--- src/rtl/gsgtg_pkg.sv ---
package gsgtg_pkg;

	localparam int CORDIC_STEPS_DEF = 14;
	localparam int CORDIC_MAX = 20;

	localparam logic [1:0] CMD_POSE = 2'd0;
	localparam logic [1:0] CMD_MOVE = 2'd1;
	localparam logic [1:0] CMD_TICK = 2'd2;

	localparam logic [2:0] DIR_RIGHT = 3'd0;
	localparam logic [2:0] DIR_LEFT  = 3'd1;
	localparam logic [2:0] DIR_UP    = 3'd2;
	localparam logic [2:0] DIR_DOWN  = 3'd3;

	localparam logic [1:0] ST_OK      = 2'd0;
	localparam logic [1:0] ST_NO_POSE = 2'd1;
	localparam logic [1:0] ST_BUSY    = 2'd2;
	localparam logic [1:0] ST_BAD_DIR = 2'd3;

	localparam logic [1:0] PH_IDLE   = 2'd0;
	localparam logic [1:0] PH_ROTATE = 2'd1;
	localparam logic [1:0] PH_MOVE   = 2'd2;

	localparam logic [2:0] REG_ANGLE_TOL = 3'd0;
	localparam logic [2:0] REG_DIST_TOL  = 3'd1;
	localparam logic [2:0] REG_ROT_GAIN  = 3'd2;
	localparam logic [2:0] REG_STEER     = 3'd3;
	localparam logic [2:0] REG_SPEED     = 3'd4;
	localparam logic [2:0] REG_MAX_ANG   = 3'd5;
	localparam logic [2:0] REG_MIN_LIN   = 3'd6;
	localparam logic [2:0] REG_MAX_LIN   = 3'd7;

	localparam logic signed [19:0] PI_Q13     = 20'sd25736;
	localparam logic signed [19:0] TWO_PI_Q13 = 20'sd51472;
	localparam logic signed [15:0] HALF_PI_Q13 = 16'sd12868;
	localparam logic signed [28:0] PI_Q24     = 29'sd52707179;
	localparam logic [15:0] INV_K_Q16 = 16'd39797;
	localparam logic signed [16:0] ONE_Q11 = 17'sd2048;

	typedef logic signed [36:0] cordic_t;
	typedef logic signed [28:0] angle24_t;

	function automatic angle24_t atan_q24(input logic [4:0] i);
		case (i)
			5'd0: atan_q24 = 29'sd13176795;
			5'd1: atan_q24 = 29'sd7778716;
			5'd2: atan_q24 = 29'sd4110060;
			5'd3: atan_q24 = 29'sd2086331;
			5'd4: atan_q24 = 29'sd1047214;
			5'd5: atan_q24 = 29'sd524117;
			5'd6: atan_q24 = 29'sd262123;
			5'd7: atan_q24 = 29'sd131069;
			5'd8: atan_q24 = 29'sd65536;
			5'd9: atan_q24 = 29'sd32768;
			5'd10: atan_q24 = 29'sd16384;
			5'd11: atan_q24 = 29'sd8192;
			5'd12: atan_q24 = 29'sd4096;
			5'd13: atan_q24 = 29'sd2048;
			5'd14: atan_q24 = 29'sd1024;
			5'd15: atan_q24 = 29'sd512;
			5'd16: atan_q24 = 29'sd256;
			5'd17: atan_q24 = 29'sd128;
			5'd18: atan_q24 = 29'sd64;
			5'd19: atan_q24 = 29'sd32;
			default: atan_q24 = 29'sd0;
		endcase
	endfunction

	// Angles here stay within one turn of the interval, so one correction suffices.
	function automatic logic signed [15:0] wrap_angle(input logic signed [19:0] e);
		logic signed [19:0] w;
		w = e;
		if (e > PI_Q13) begin
			w = e - TWO_PI_Q13;
		end else if (e <= -PI_Q13) begin
			w = e + TWO_PI_Q13;
		end
		wrap_angle = w[15:0];
	endfunction

	function automatic logic signed [15:0] sat16(input logic signed [16:0] v);
		if (v > 17'sd32767) begin
			sat16 = 16'sh7fff;
		end else if (v < -17'sd32768) begin
			sat16 = 16'sh8000;
		end else begin
			sat16 = v[15:0];
		end
	endfunction

endpackage

--- src/rtl/grid_step_go_to_goal_controller.sv ---
// Pose updates give no result; move commands give a status result. A rotating
// tick makes one pass through the shared multiplier for its gain, or none once aligned; a moving tick
// runs the CORDIC loop (at most CORDIC_MAX steps) and
// then up to three passes through one shared multiplier. One item is in work at a time.
// arst_n clears pose, phase, goal and grid state and loads register defaults.
module grid_step_go_to_goal_controller #(
	parameter int CORDIC_STEPS = gsgtg_pkg::CORDIC_STEPS_DEF
) (
	input  logic               clk,
	input  logic               arst_n,
	input  logic               in_valid,
	output logic               in_stall,
	input  logic [1:0]         command,
	input  logic signed [15:0] pose_x,
	input  logic signed [15:0] pose_y,
	input  logic signed [15:0] pose_heading,
	input  logic [2:0]         move_dir,
	output logic               out_valid,
	input  logic               out_stall,
	output logic               result_kind,
	output logic [14:0]        linear_vel,
	output logic signed [15:0] angular_vel,
	output logic [1:0]         cmd_status,
	output logic [1:0]         motion_phase,
	output logic signed [15:0] grid_x,
	output logic signed [15:0] grid_y,
	input  logic               cfg_wr_en,
	input  logic [2:0]         cfg_index,
	input  logic [15:0]        cfg_data
);

	localparam int NSTEPS = (CORDIC_STEPS < gsgtg_pkg::CORDIC_MAX) ?
		CORDIC_STEPS : gsgtg_pkg::CORDIC_MAX;
	localparam logic [4:0] LAST_STEP = 5'(NSTEPS - 1);

	localparam logic [2:0] S_IDLE = 3'd0;
	localparam logic [2:0] S_CORD = 3'd1;
	localparam logic [2:0] S_DMUL = 3'd2;
	localparam logic [2:0] S_DIST = 3'd3;
	localparam logic [2:0] S_SPD  = 3'd4;
	localparam logic [2:0] S_GMUL = 3'd5;
	localparam logic [2:0] S_GAIN = 3'd6;
	localparam logic [2:0] S_OUT  = 3'd7;

	logic [2:0] state_q;
	logic [4:0] iter_q;

	logic [12:0] ang_tol_q, dist_tol_q;
	logic [15:0] rot_gain_q, steer_gain_q, speed_gain_q;
	logic [14:0] max_ang_q, min_lin_q, max_lin_q;

	logic pose_known_q;
	logic [1:0] phase_q;
	logic signed [15:0] cur_x_q, cur_y_q, cur_hd_q, goal_x_q, goal_y_q, goal_hd_q;
	logic signed [15:0] lx_q, ly_q;

	gsgtg_pkg::cordic_t x_q, y_q;
	gsgtg_pkg::angle24_t z_q;
	logic [19:0] dist_q;
	logic signed [15:0] err_q;
	logic [14:0] lin_q;
	logic signed [15:0] ang_q;
	logic kind_q;
	logic [1:0] status_q;
	logic [51:0] prod_q;

	logic out_valid_q;
	logic out_kind_q;
	logic [14:0] out_lin_q;
	logic signed [15:0] out_ang_q;
	logic [1:0] out_status_q, out_phase_q;
	logic signed [15:0] out_gx_q, out_gy_q;

	logic accept, out_free;
	logic [35:0] mul_a;
	logic [15:0] mul_b;

	assign out_free = !out_valid_q || !out_stall;
	assign in_stall = (state_q != S_IDLE) || !out_free;
	assign accept = in_valid && !in_stall;

	// Shared multiplier operand selection.
	always_comb begin
		mul_a = '0;
		mul_b = '0;
		case (state_q)
			S_DMUL: begin
				mul_a = x_q[36] ? 36'd0 : x_q[35:0];
				mul_b = gsgtg_pkg::INV_K_Q16;
			end
			S_SPD: begin
				mul_a = {16'd0, dist_q};
				mul_b = speed_gain_q;
			end
			S_GMUL: begin
				mul_a = {20'd0, (err_q < 0) ? 16'(-err_q) : err_q};
				mul_b = (phase_q == gsgtg_pkg::PH_ROTATE) ? rot_gain_q : steer_gain_q;
			end
			default: begin
				mul_a = '0;
				mul_b = '0;
			end
		endcase
	end

	always_ff @(posedge clk) begin
		prod_q <= mul_a * mul_b;
	end

	logic signed [16:0] dx, dy;
	logic signed [19:0] hd_err_raw;
	logic signed [15:0] hd_err;
	logic [15:0] hd_mag;
	logic signed [36:0] xs, ys;
	logic [28:0] z_mag;
	logic [17:0] bmag;
	logic signed [19:0] bearing;
	logic signed [15:0] br_err;
	logic [52:0] dist_sum;
	logic [36:0] v_sum;
	logic [26:0] v_raw, v_lo;
	logic [32:0] g_sum;
	logic [20:0] g_raw;
	logic [14:0] g_lim;
	logic signed [16:0] gx_p, gx_m, gy_p, gy_m;

	always_comb begin
		dx = 17'(goal_x_q) - 17'(cur_x_q);
		dy = 17'(goal_y_q) - 17'(cur_y_q);
		hd_err_raw = 20'(goal_hd_q) - 20'(cur_hd_q);
		hd_err = gsgtg_pkg::wrap_angle(hd_err_raw);
		hd_mag = (hd_err < 0) ? 16'(-hd_err) : hd_err;
		xs = x_q >>> iter_q;
		ys = y_q >>> iter_q;
		z_mag = (z_q < 0) ? 29'(-z_q) : z_q;
		bmag = 18'((30'(z_mag) + 30'd1024) >> 11);
		bearing = (z_q < 0) ? -20'(bmag) : 20'(bmag);
		br_err = gsgtg_pkg::wrap_angle(bearing - 20'(cur_hd_q));
		dist_sum = 53'(prod_q) + 53'h0_0000_8000_0000;
		v_sum = 37'(prod_q) + 37'd512;
		v_raw = v_sum[36:10];
		v_lo = (v_raw < 27'(min_lin_q)) ? 27'(min_lin_q) : v_raw;
		g_sum = 33'(prod_q) + 33'd2048;
		g_raw = g_sum[32:12];
		g_lim = (g_raw > 21'(max_ang_q)) ? max_ang_q : g_raw[14:0];
		gx_p = 17'(cur_x_q) + gsgtg_pkg::ONE_Q11;
		gx_m = 17'(cur_x_q) - gsgtg_pkg::ONE_Q11;
		gy_p = 17'(cur_y_q) + gsgtg_pkg::ONE_Q11;
		gy_m = 17'(cur_y_q) - gsgtg_pkg::ONE_Q11;
	end

	always_ff @(posedge clk or negedge arst_n) begin
		if (!arst_n) begin
			ang_tol_q <= 13'd246;
			dist_tol_q <= 13'd61;
			rot_gain_q <= 16'd8192;
			steer_gain_q <= 16'd16384;
			speed_gain_q <= 16'd6144;
			max_ang_q <= 15'd12288;
			min_lin_q <= 15'd1229;
			max_lin_q <= 15'd8192;
		end else if (cfg_wr_en) begin
			case (cfg_index)
				gsgtg_pkg::REG_ANGLE_TOL: ang_tol_q <= cfg_data[12:0];
				gsgtg_pkg::REG_DIST_TOL:  dist_tol_q <= cfg_data[12:0];
				gsgtg_pkg::REG_ROT_GAIN:  rot_gain_q <= cfg_data;
				gsgtg_pkg::REG_STEER:     steer_gain_q <= cfg_data;
				gsgtg_pkg::REG_SPEED:     speed_gain_q <= cfg_data;
				gsgtg_pkg::REG_MAX_ANG:   max_ang_q <= cfg_data[14:0];
				gsgtg_pkg::REG_MIN_LIN:   min_lin_q <= cfg_data[14:0];
				gsgtg_pkg::REG_MAX_LIN:   max_lin_q <= cfg_data[14:0];
				default: ang_tol_q <= ang_tol_q;
			endcase
		end
	end

	always_ff @(posedge clk or negedge arst_n) begin
		if (!arst_n) begin
			state_q <= S_IDLE;
			iter_q <= '0;
			pose_known_q <= 1'b0;
			phase_q <= gsgtg_pkg::PH_IDLE;
			cur_x_q <= '0;
			cur_y_q <= '0;
			cur_hd_q <= '0;
			goal_x_q <= '0;
			goal_y_q <= '0;
			goal_hd_q <= '0;
			lx_q <= '0;
			ly_q <= '0;
			out_valid_q <= 1'b0;
		end else begin
			if (out_valid_q && !out_stall && state_q != S_OUT) begin
				out_valid_q <= 1'b0;
			end
			case (state_q)
				S_IDLE: begin
					if (accept) begin
						lin_q <= '0;
						ang_q <= '0;
						kind_q <= 1'b0;
						status_q <= gsgtg_pkg::ST_OK;
						case (command)
							gsgtg_pkg::CMD_POSE: begin
								cur_x_q <= pose_x;
								cur_y_q <= pose_y;
								cur_hd_q <= pose_heading;
								pose_known_q <= 1'b1;
							end
							gsgtg_pkg::CMD_MOVE: begin
								kind_q <= 1'b1;
								state_q <= S_OUT;
								if (!pose_known_q) begin
									status_q <= gsgtg_pkg::ST_NO_POSE;
								end else if (phase_q != gsgtg_pkg::PH_IDLE) begin
									status_q <= gsgtg_pkg::ST_BUSY;
								end else if (move_dir > gsgtg_pkg::DIR_DOWN) begin
									status_q <= gsgtg_pkg::ST_BAD_DIR;
								end else begin
									phase_q <= gsgtg_pkg::PH_ROTATE;
									goal_x_q <= cur_x_q;
									goal_y_q <= cur_y_q;
									case (move_dir)
										gsgtg_pkg::DIR_RIGHT: begin
											lx_q <= lx_q + 16'sd1;
											goal_x_q <= gsgtg_pkg::sat16(gx_p);
											goal_hd_q <= '0;
										end
										gsgtg_pkg::DIR_LEFT: begin
											lx_q <= lx_q - 16'sd1;
											goal_x_q <= gsgtg_pkg::sat16(gx_m);
											goal_hd_q <= 16'(gsgtg_pkg::PI_Q13);
										end
										gsgtg_pkg::DIR_UP: begin
											ly_q <= ly_q + 16'sd1;
											goal_y_q <= gsgtg_pkg::sat16(gy_p);
											goal_hd_q <= gsgtg_pkg::HALF_PI_Q13;
										end
										default: begin
											ly_q <= ly_q - 16'sd1;
											goal_y_q <= gsgtg_pkg::sat16(gy_m);
											goal_hd_q <= -gsgtg_pkg::HALF_PI_Q13;
										end
									endcase
								end
							end
							gsgtg_pkg::CMD_TICK: begin
								if (pose_known_q && phase_q == gsgtg_pkg::PH_ROTATE) begin
									if (hd_mag > 16'(ang_tol_q)) begin
										err_q <= hd_err;
										state_q <= S_GMUL;
									end else begin
										phase_q <= gsgtg_pkg::PH_MOVE;
										state_q <= S_OUT;
									end
								end else if (pose_known_q && phase_q == gsgtg_pkg::PH_MOVE) begin
									// Start in the right half plane; a left vector is negated
									// and the angle starts at pi.
									if (dx < 0) begin
										x_q <= -(37'(dx) <<< 16);
										y_q <= -(37'(dy) <<< 16);
										z_q <= gsgtg_pkg::PI_Q24;
									end else begin
										x_q <= 37'(dx) <<< 16;
										y_q <= 37'(dy) <<< 16;
										z_q <= '0;
									end
									iter_q <= '0;
									state_q <= S_CORD;
								end
							end
							default: state_q <= S_IDLE;
						endcase
					end
				end
				S_CORD: begin
					if (y_q > 0) begin
						x_q <= x_q + ys;
						y_q <= y_q - xs;
						z_q <= z_q + gsgtg_pkg::atan_q24(iter_q);
					end else begin
						x_q <= x_q - ys;
						y_q <= y_q + xs;
						z_q <= z_q - gsgtg_pkg::atan_q24(iter_q);
					end
					iter_q <= iter_q + 5'd1;
					if (iter_q == LAST_STEP) begin
						state_q <= S_DMUL;
					end
				end
				S_DMUL: begin
					state_q <= S_DIST;
				end
				S_DIST: begin
					dist_q <= dist_sum[51:32];
					if (dist_sum[52:32] > 21'(dist_tol_q)) begin
						err_q <= br_err;
						state_q <= S_SPD;
					end else begin
						phase_q <= gsgtg_pkg::PH_IDLE;
						state_q <= S_OUT;
					end
				end
				S_SPD: begin
					// The speed product formed here is read in S_GMUL.
					state_q <= S_GMUL;
				end
				S_GMUL: begin
					if (phase_q == gsgtg_pkg::PH_MOVE) begin
						lin_q <= (v_lo > 27'(max_lin_q)) ? max_lin_q : v_lo[14:0];
					end
					state_q <= S_GAIN;
				end
				S_GAIN: begin
					ang_q <= (err_q < 0) ? -16'(g_lim) : 16'(g_lim);
					state_q <= S_OUT;
				end
				S_OUT: begin
					if (out_free) begin
						out_valid_q <= 1'b1;
						out_kind_q <= kind_q;
						out_lin_q <= lin_q;
						out_ang_q <= ang_q;
						out_status_q <= status_q;
						out_phase_q <= phase_q;
						out_gx_q <= lx_q;
						out_gy_q <= ly_q;
						state_q <= S_IDLE;
					end
				end
				default: state_q <= S_IDLE;
			endcase
		end
	end

	assign out_valid = out_valid_q;
	assign result_kind = out_kind_q;
	assign linear_vel = out_lin_q;
	assign angular_vel = out_ang_q;
	assign cmd_status = out_status_q;
	assign motion_phase = out_phase_q;
	assign grid_x = out_gx_q;
	assign grid_y = out_gy_q;

	a_busy_stalls: assert property (@(posedge clk) disable iff (!arst_n)
		state_q != S_IDLE |-> in_stall)
		else $error("input taken while a request is in work");

	a_cordic_moving: assert property (@(posedge clk) disable iff (!arst_n)
		state_q == S_CORD |-> phase_q == gsgtg_pkg::PH_MOVE && iter_q <= LAST_STEP)
		else $error("CORDIC running outside the moving phase or past its last step");

	a_out_phase: assert property (@(posedge clk) disable iff (!arst_n)
		$rose(out_valid_q) |-> out_phase_q != 2'd3 &&
		(out_kind_q || out_status_q == gsgtg_pkg::ST_OK))
		else $error("bad result fields");

endmodule

--- config.mk ---
export PLATFORM = sky130hd
export DESIGN_NAME = grid_step_go_to_goal_controller
export DESIGN_NICKNAME = d
export VERILOG_FILES = /design/src/rtl/gsgtg_pkg.sv /design/src/rtl/grid_step_go_to_goal_controller.sv
export SDC_FILE = /design/constraint.sdc
export NUM_CORES = 2
export LEC_CHECK = 0
export BUFFER_PORTS_ARGS = -buffer_cell sky130_fd_sc_hd__buf_2
export CORE_ASPECT_RATIO = 1.25
export CORE_MARGIN = 10
export CORE_UTILIZATION = 60
export CTS_CLUSTER_DIAMETER = 50
export DETAILED_ROUTE_END_ITERATION = 7
export PLACE_DENSITY = 0.75
export SYNTH_ARGS = -nofsm -noshare
export SYNTH_HDL_FRONTEND = slang
export SYNTH_SLANG_ARGS = --single-unit
export TNS_END_PERCENT = 30
--- constraint.sdc ---
create_clock -name clk -period 11.96 [get_ports clk]
set_input_delay 1.196 -clock clk [delete_from_list [all_inputs] [get_ports clk]]
set_output_delay 1.196 -clock clk [all_outputs]
set_load 0.005 [all_outputs]
==> parameters.txt <==
Parameter                              Value

Outcome
  Result of the run    finished, final reports clean

Worst setup path
  Category of the worst setup path launch point    flip-flop
  Delay contributed by the slowest stage of the critical path    0.75 ns
  Slowest-stage cell, CP    sky130_fd_sc_hd__o31ai_1
  Crit end category    flip-flop
  Classification of the worst setup path    reg -> reg
  Crit path required time    about 12 ns
  Critical Path Fanout Max    10
  Data arrival, critical path    10.29 ns
  Crit-path most repeated cell    sky130_fd_sc_hd__fa_1

CTS
  Number of instances resized during post-cts repair    0
  Number of hold-repair buffers added at the cts stage    0
  Clock-pin slew on the worst setup and hold paths    around 0.06 ns
  Post CTS Setup Buffer Count    0
  Worst-skew pair later-pin latency    between 0.6 and 0.7 ns
  # H-tree levels    3
  TritonCTS buffer count    72
  TritonCTS clock tree    done
  Buffer cell driving the clock tree root    sky130_fd_sc_hd__clkbuf_16
  Clock Tree Buf Depth    3
  Number of clock sinks seen by CTS    532

Timing
  Skew final    just under 0.09 ns
  Relative slew margins    0.201
  Number of pins exceeding their max-slew limit in the final report    0
  Final setup violating endpoints    0
  Total negative setup slack    0 ns
  Min cycle time layout    approximately 10 ns
  Unrepaired setup endpoints after global routing    no
  Final count of hold timing violations    0
  Final period utilization    0.817
  Maximum clock frequency    0.102 GHz
  Worst Tran Pin Value    1.19 ns

Drt
  Drt first-iter violations    3960
  DRC violation count after routing    0
  Total number of vias    49273
  Pre-antenna DRT Iters    6
  Avg Vias per Cell    between 6 and 7
  Routed WL    roughly 170000 µm
  Post-detailed-route wirelength per cell    about 21 µm
  Number of nets with antenna violations after routing    0

Floorplan
  Initial Utilization    0.603
  Core area    98900 µm²
  Total die area    between 100000 and 150000 µm²
  Overall die width    302 µm
  Number of top-level pins    between 100 and 150
  Placement row count    129
  Die boundary height    roughly 370 µm

Cells and area
  Final-stage net count    7762
  Register area    14300 µm²
  Ant. Diodes    0
  Layout cell share with drive strength beyond 1    0.106
  Area grow syn2layout    8.11%
  Fillcell total    roughly 8000
  Combined area of the multi-input logic cells    around 42000 µm²

Synth
  Most frequently used flop master after synthesis    sky130_fd_sc_hd__edfxtp_1
  Count of synthesis-stage warnings from yosys    0
  Mean cell area of the mapped netlist    around 8.9 µm²
  Flop and latch count out of synthesis    532
  Post-Syn Instances    approximately 6700
  Number of distinct standard cells referenced by the synthesized netlist    95
  Cell type with the highest aggregate area in the netlist    sky130_fd_sc_hd__fa_1
  Number of flops mapped to enable cells by yosys    241
  Top-area cell type share of the netlist area    0.161
  Fraction of synthesis flops using an asynchronous set or reset pin    0.466
  Cells taking the most area after synthesis    sky130_fd_sc_hd__fa_1, sky130_fd_sc_hd__edfxtp_1, sky130_fd_sc_hd__dfrtp_1
  Share of synthesized area occupied by flip-flops and latches    0.240
  Synth Cell Area    between 50000 and 60000 µm²

Placed design
  Count of input and output buffers    between 100 and 150
  Post-DP HPWL    roughly 130000 µm
  GP Congestion    0.989

GRT
  Number of global-route vias before repair    about 50000
  Aggregate global routing overflow    0
  Wire length of the first global-routing pass    271000 µm
  Pin count of the biggest net entering global routing    between 100 and 150
  Number of antenna violations at the first check in global routing    1
  All-layer global routing usage    0.301

Job
  Max Cap Viol    0

Worst hold path
  Path class of the lowest-slack min-delay path    reg -> reg
-- layout make-up --
cell class                 instances  share of cell area
inverter                         823              0.0479
clock inverter                    45             0.00902
timing repair buffer             214              0.0198
clock buffer                      87              0.0308
sequential                       532               0.222
tap                             1310              0.0254
multi-input combinational       5138               0.645
-- critical path, delay by kind of cell (launching register included) --
family | cells | cell delay, ns
adder cells (fa/ha/maj) | 7 | 3.38
buffers and inverters | 3 | 0.15
flip-flops | 1 | 0.45
AND/OR/NAND/NOR | 4 | 1.17
XOR/XNOR | 2 | 0.25
AO/OA/AOI/OAI | 14 | 4.27
-- state kept, by name, summed over array words and instances (netlist names), 20 cells and up --
| register | cells |
|---|---|
| prod_q | 43 |
| y_q | 37 |
| z_q | 29 |
| dist_q | 20 |
| x_q | 37 |
-- synthesized netlist by cell type (all sizes together), types with 99 or more instances --
library cell  number
nand3            125
edfxtp           241
o21ai            347
clkbuf           241
dfrtp            224
a21oi            347
nor2             563
xnor2            266
ha               423
mux2             195
fa               481
nor3             126
nand2            778
xor2             174
mux2i             99
inv              822
-- cells by family after synthesis --
| kind of cell | count (synthesis) | share of synthesized area |
|---|---|---|
| buf+inv | 1114 | 0.0703 |
| simple gates | 2044 | 0.156 |
| compound gates | 1280 | 0.135 |
| xor+xnor | 441 | 0.0652 |
| other cells | 2 | 0.000126 |
| mux | 373 | 0.0832 |
| fa+ha+maj | 904 | 0.250 |
| flops | 532 | 0.240 |
-- placed cells by master (no fill, tap or decap), types with 43 or more instances in the layout --
master and n:
sky130_fd_sc_hd__inv_1 820, sky130_fd_sc_hd__nand2_1 776, sky130_fd_sc_hd__nor2_1 558, sky130_fd_sc_hd__fa_1 481, sky130_fd_sc_hd__ha_1 423, sky130_fd_sc_hd__a21oi_1 347, sky130_fd_sc_hd__o21ai_0 330, sky130_fd_sc_hd__xnor2_1 264
sky130_fd_sc_hd__edfxtp_1 241, sky130_fd_sc_hd__dfrtp_1 218, sky130_fd_sc_hd__mux2_2 195, sky130_fd_sc_hd__xor2_1 174, sky130_fd_sc_hd__buf_2 145, sky130_fd_sc_hd__nand3_1 125, sky130_fd_sc_hd__nor3_1 122, sky130_fd_sc_hd__mux2i_1 99
sky130_fd_sc_hd__conb_1 96, sky130_fd_sc_hd__a21o_1 90, sky130_fd_sc_hd__mux4_2 79, sky130_fd_sc_hd__clkbuf_16 74, sky130_fd_sc_hd__o21a_1 72, sky130_fd_sc_hd__buf_4 66, sky130_fd_sc_hd__nand2b_1 60, sky130_fd_sc_hd__a31oi_1 55
sky130_fd_sc_hd__nor2b_1 52, sky130_fd_sc_hd__and3_1 50, sky130_fd_sc_hd__and2_1 49, sky130_fd_sc_hd__nand4_1 49, sky130_fd_sc_hd__a211oi_1 46, sky130_fd_sc_hd__dfxtp_1 43
-- metal layers --
metal / part of all wire / GRT usage
met5: 0 / 0
met4: 0.069 / 0.181
met3: 0.064 / 0.0495
met2: 0.49 / 0.519
met1: 0.37 / 0.348
-- path summary, 6_finish.rpt --
kind	from	depth (start not counted)	slack, ns	to
worst max-delay path	err_q[2]$_DFFE_PP_	30	2.19	prod_q[46]$_DFF_P_
worst min-delay path	lin_q[7]$_SDFFCE_PN0P_	0	0.42	linear_vel[7]$_DFFE_PP_
worst max register to register	err_q[2]$_DFFE_PP_	30	2.19	prod_q[46]$_DFF_P_
worst min register to register	lin_q[7]$_SDFFCE_PN0P_	0	0.42	linear_vel[7]$_DFFE_PP_
max in group asynchronous	arst_n	3	9.54	min_lin_q[11]$_DFFE_PN0P_
min in group asynchronous	arst_n	1	0.44	goal_y_q[3]$_DFFE_PN0P_
-- metrics by stage --
stage               instance area, µm²  hold slack (ns)  utilization  std cells  setup slack [ns]
finish                           64500            0.416        0.652       8149              2.19
global route                     64500            0.423        0.652       8149              1.51
CTS                              64500            0.420        0.652       8149              2.27
detailed placement               62000            0.405        0.626       8017              2.31
global placement                 62000            0.401        0.626       8017              2.42
floorplan                        60000            0.400            -       6784              3.24
Power is not shown: default switching activity piles up to over one toggle a cycle in this logic, so the estimate is an artifact.
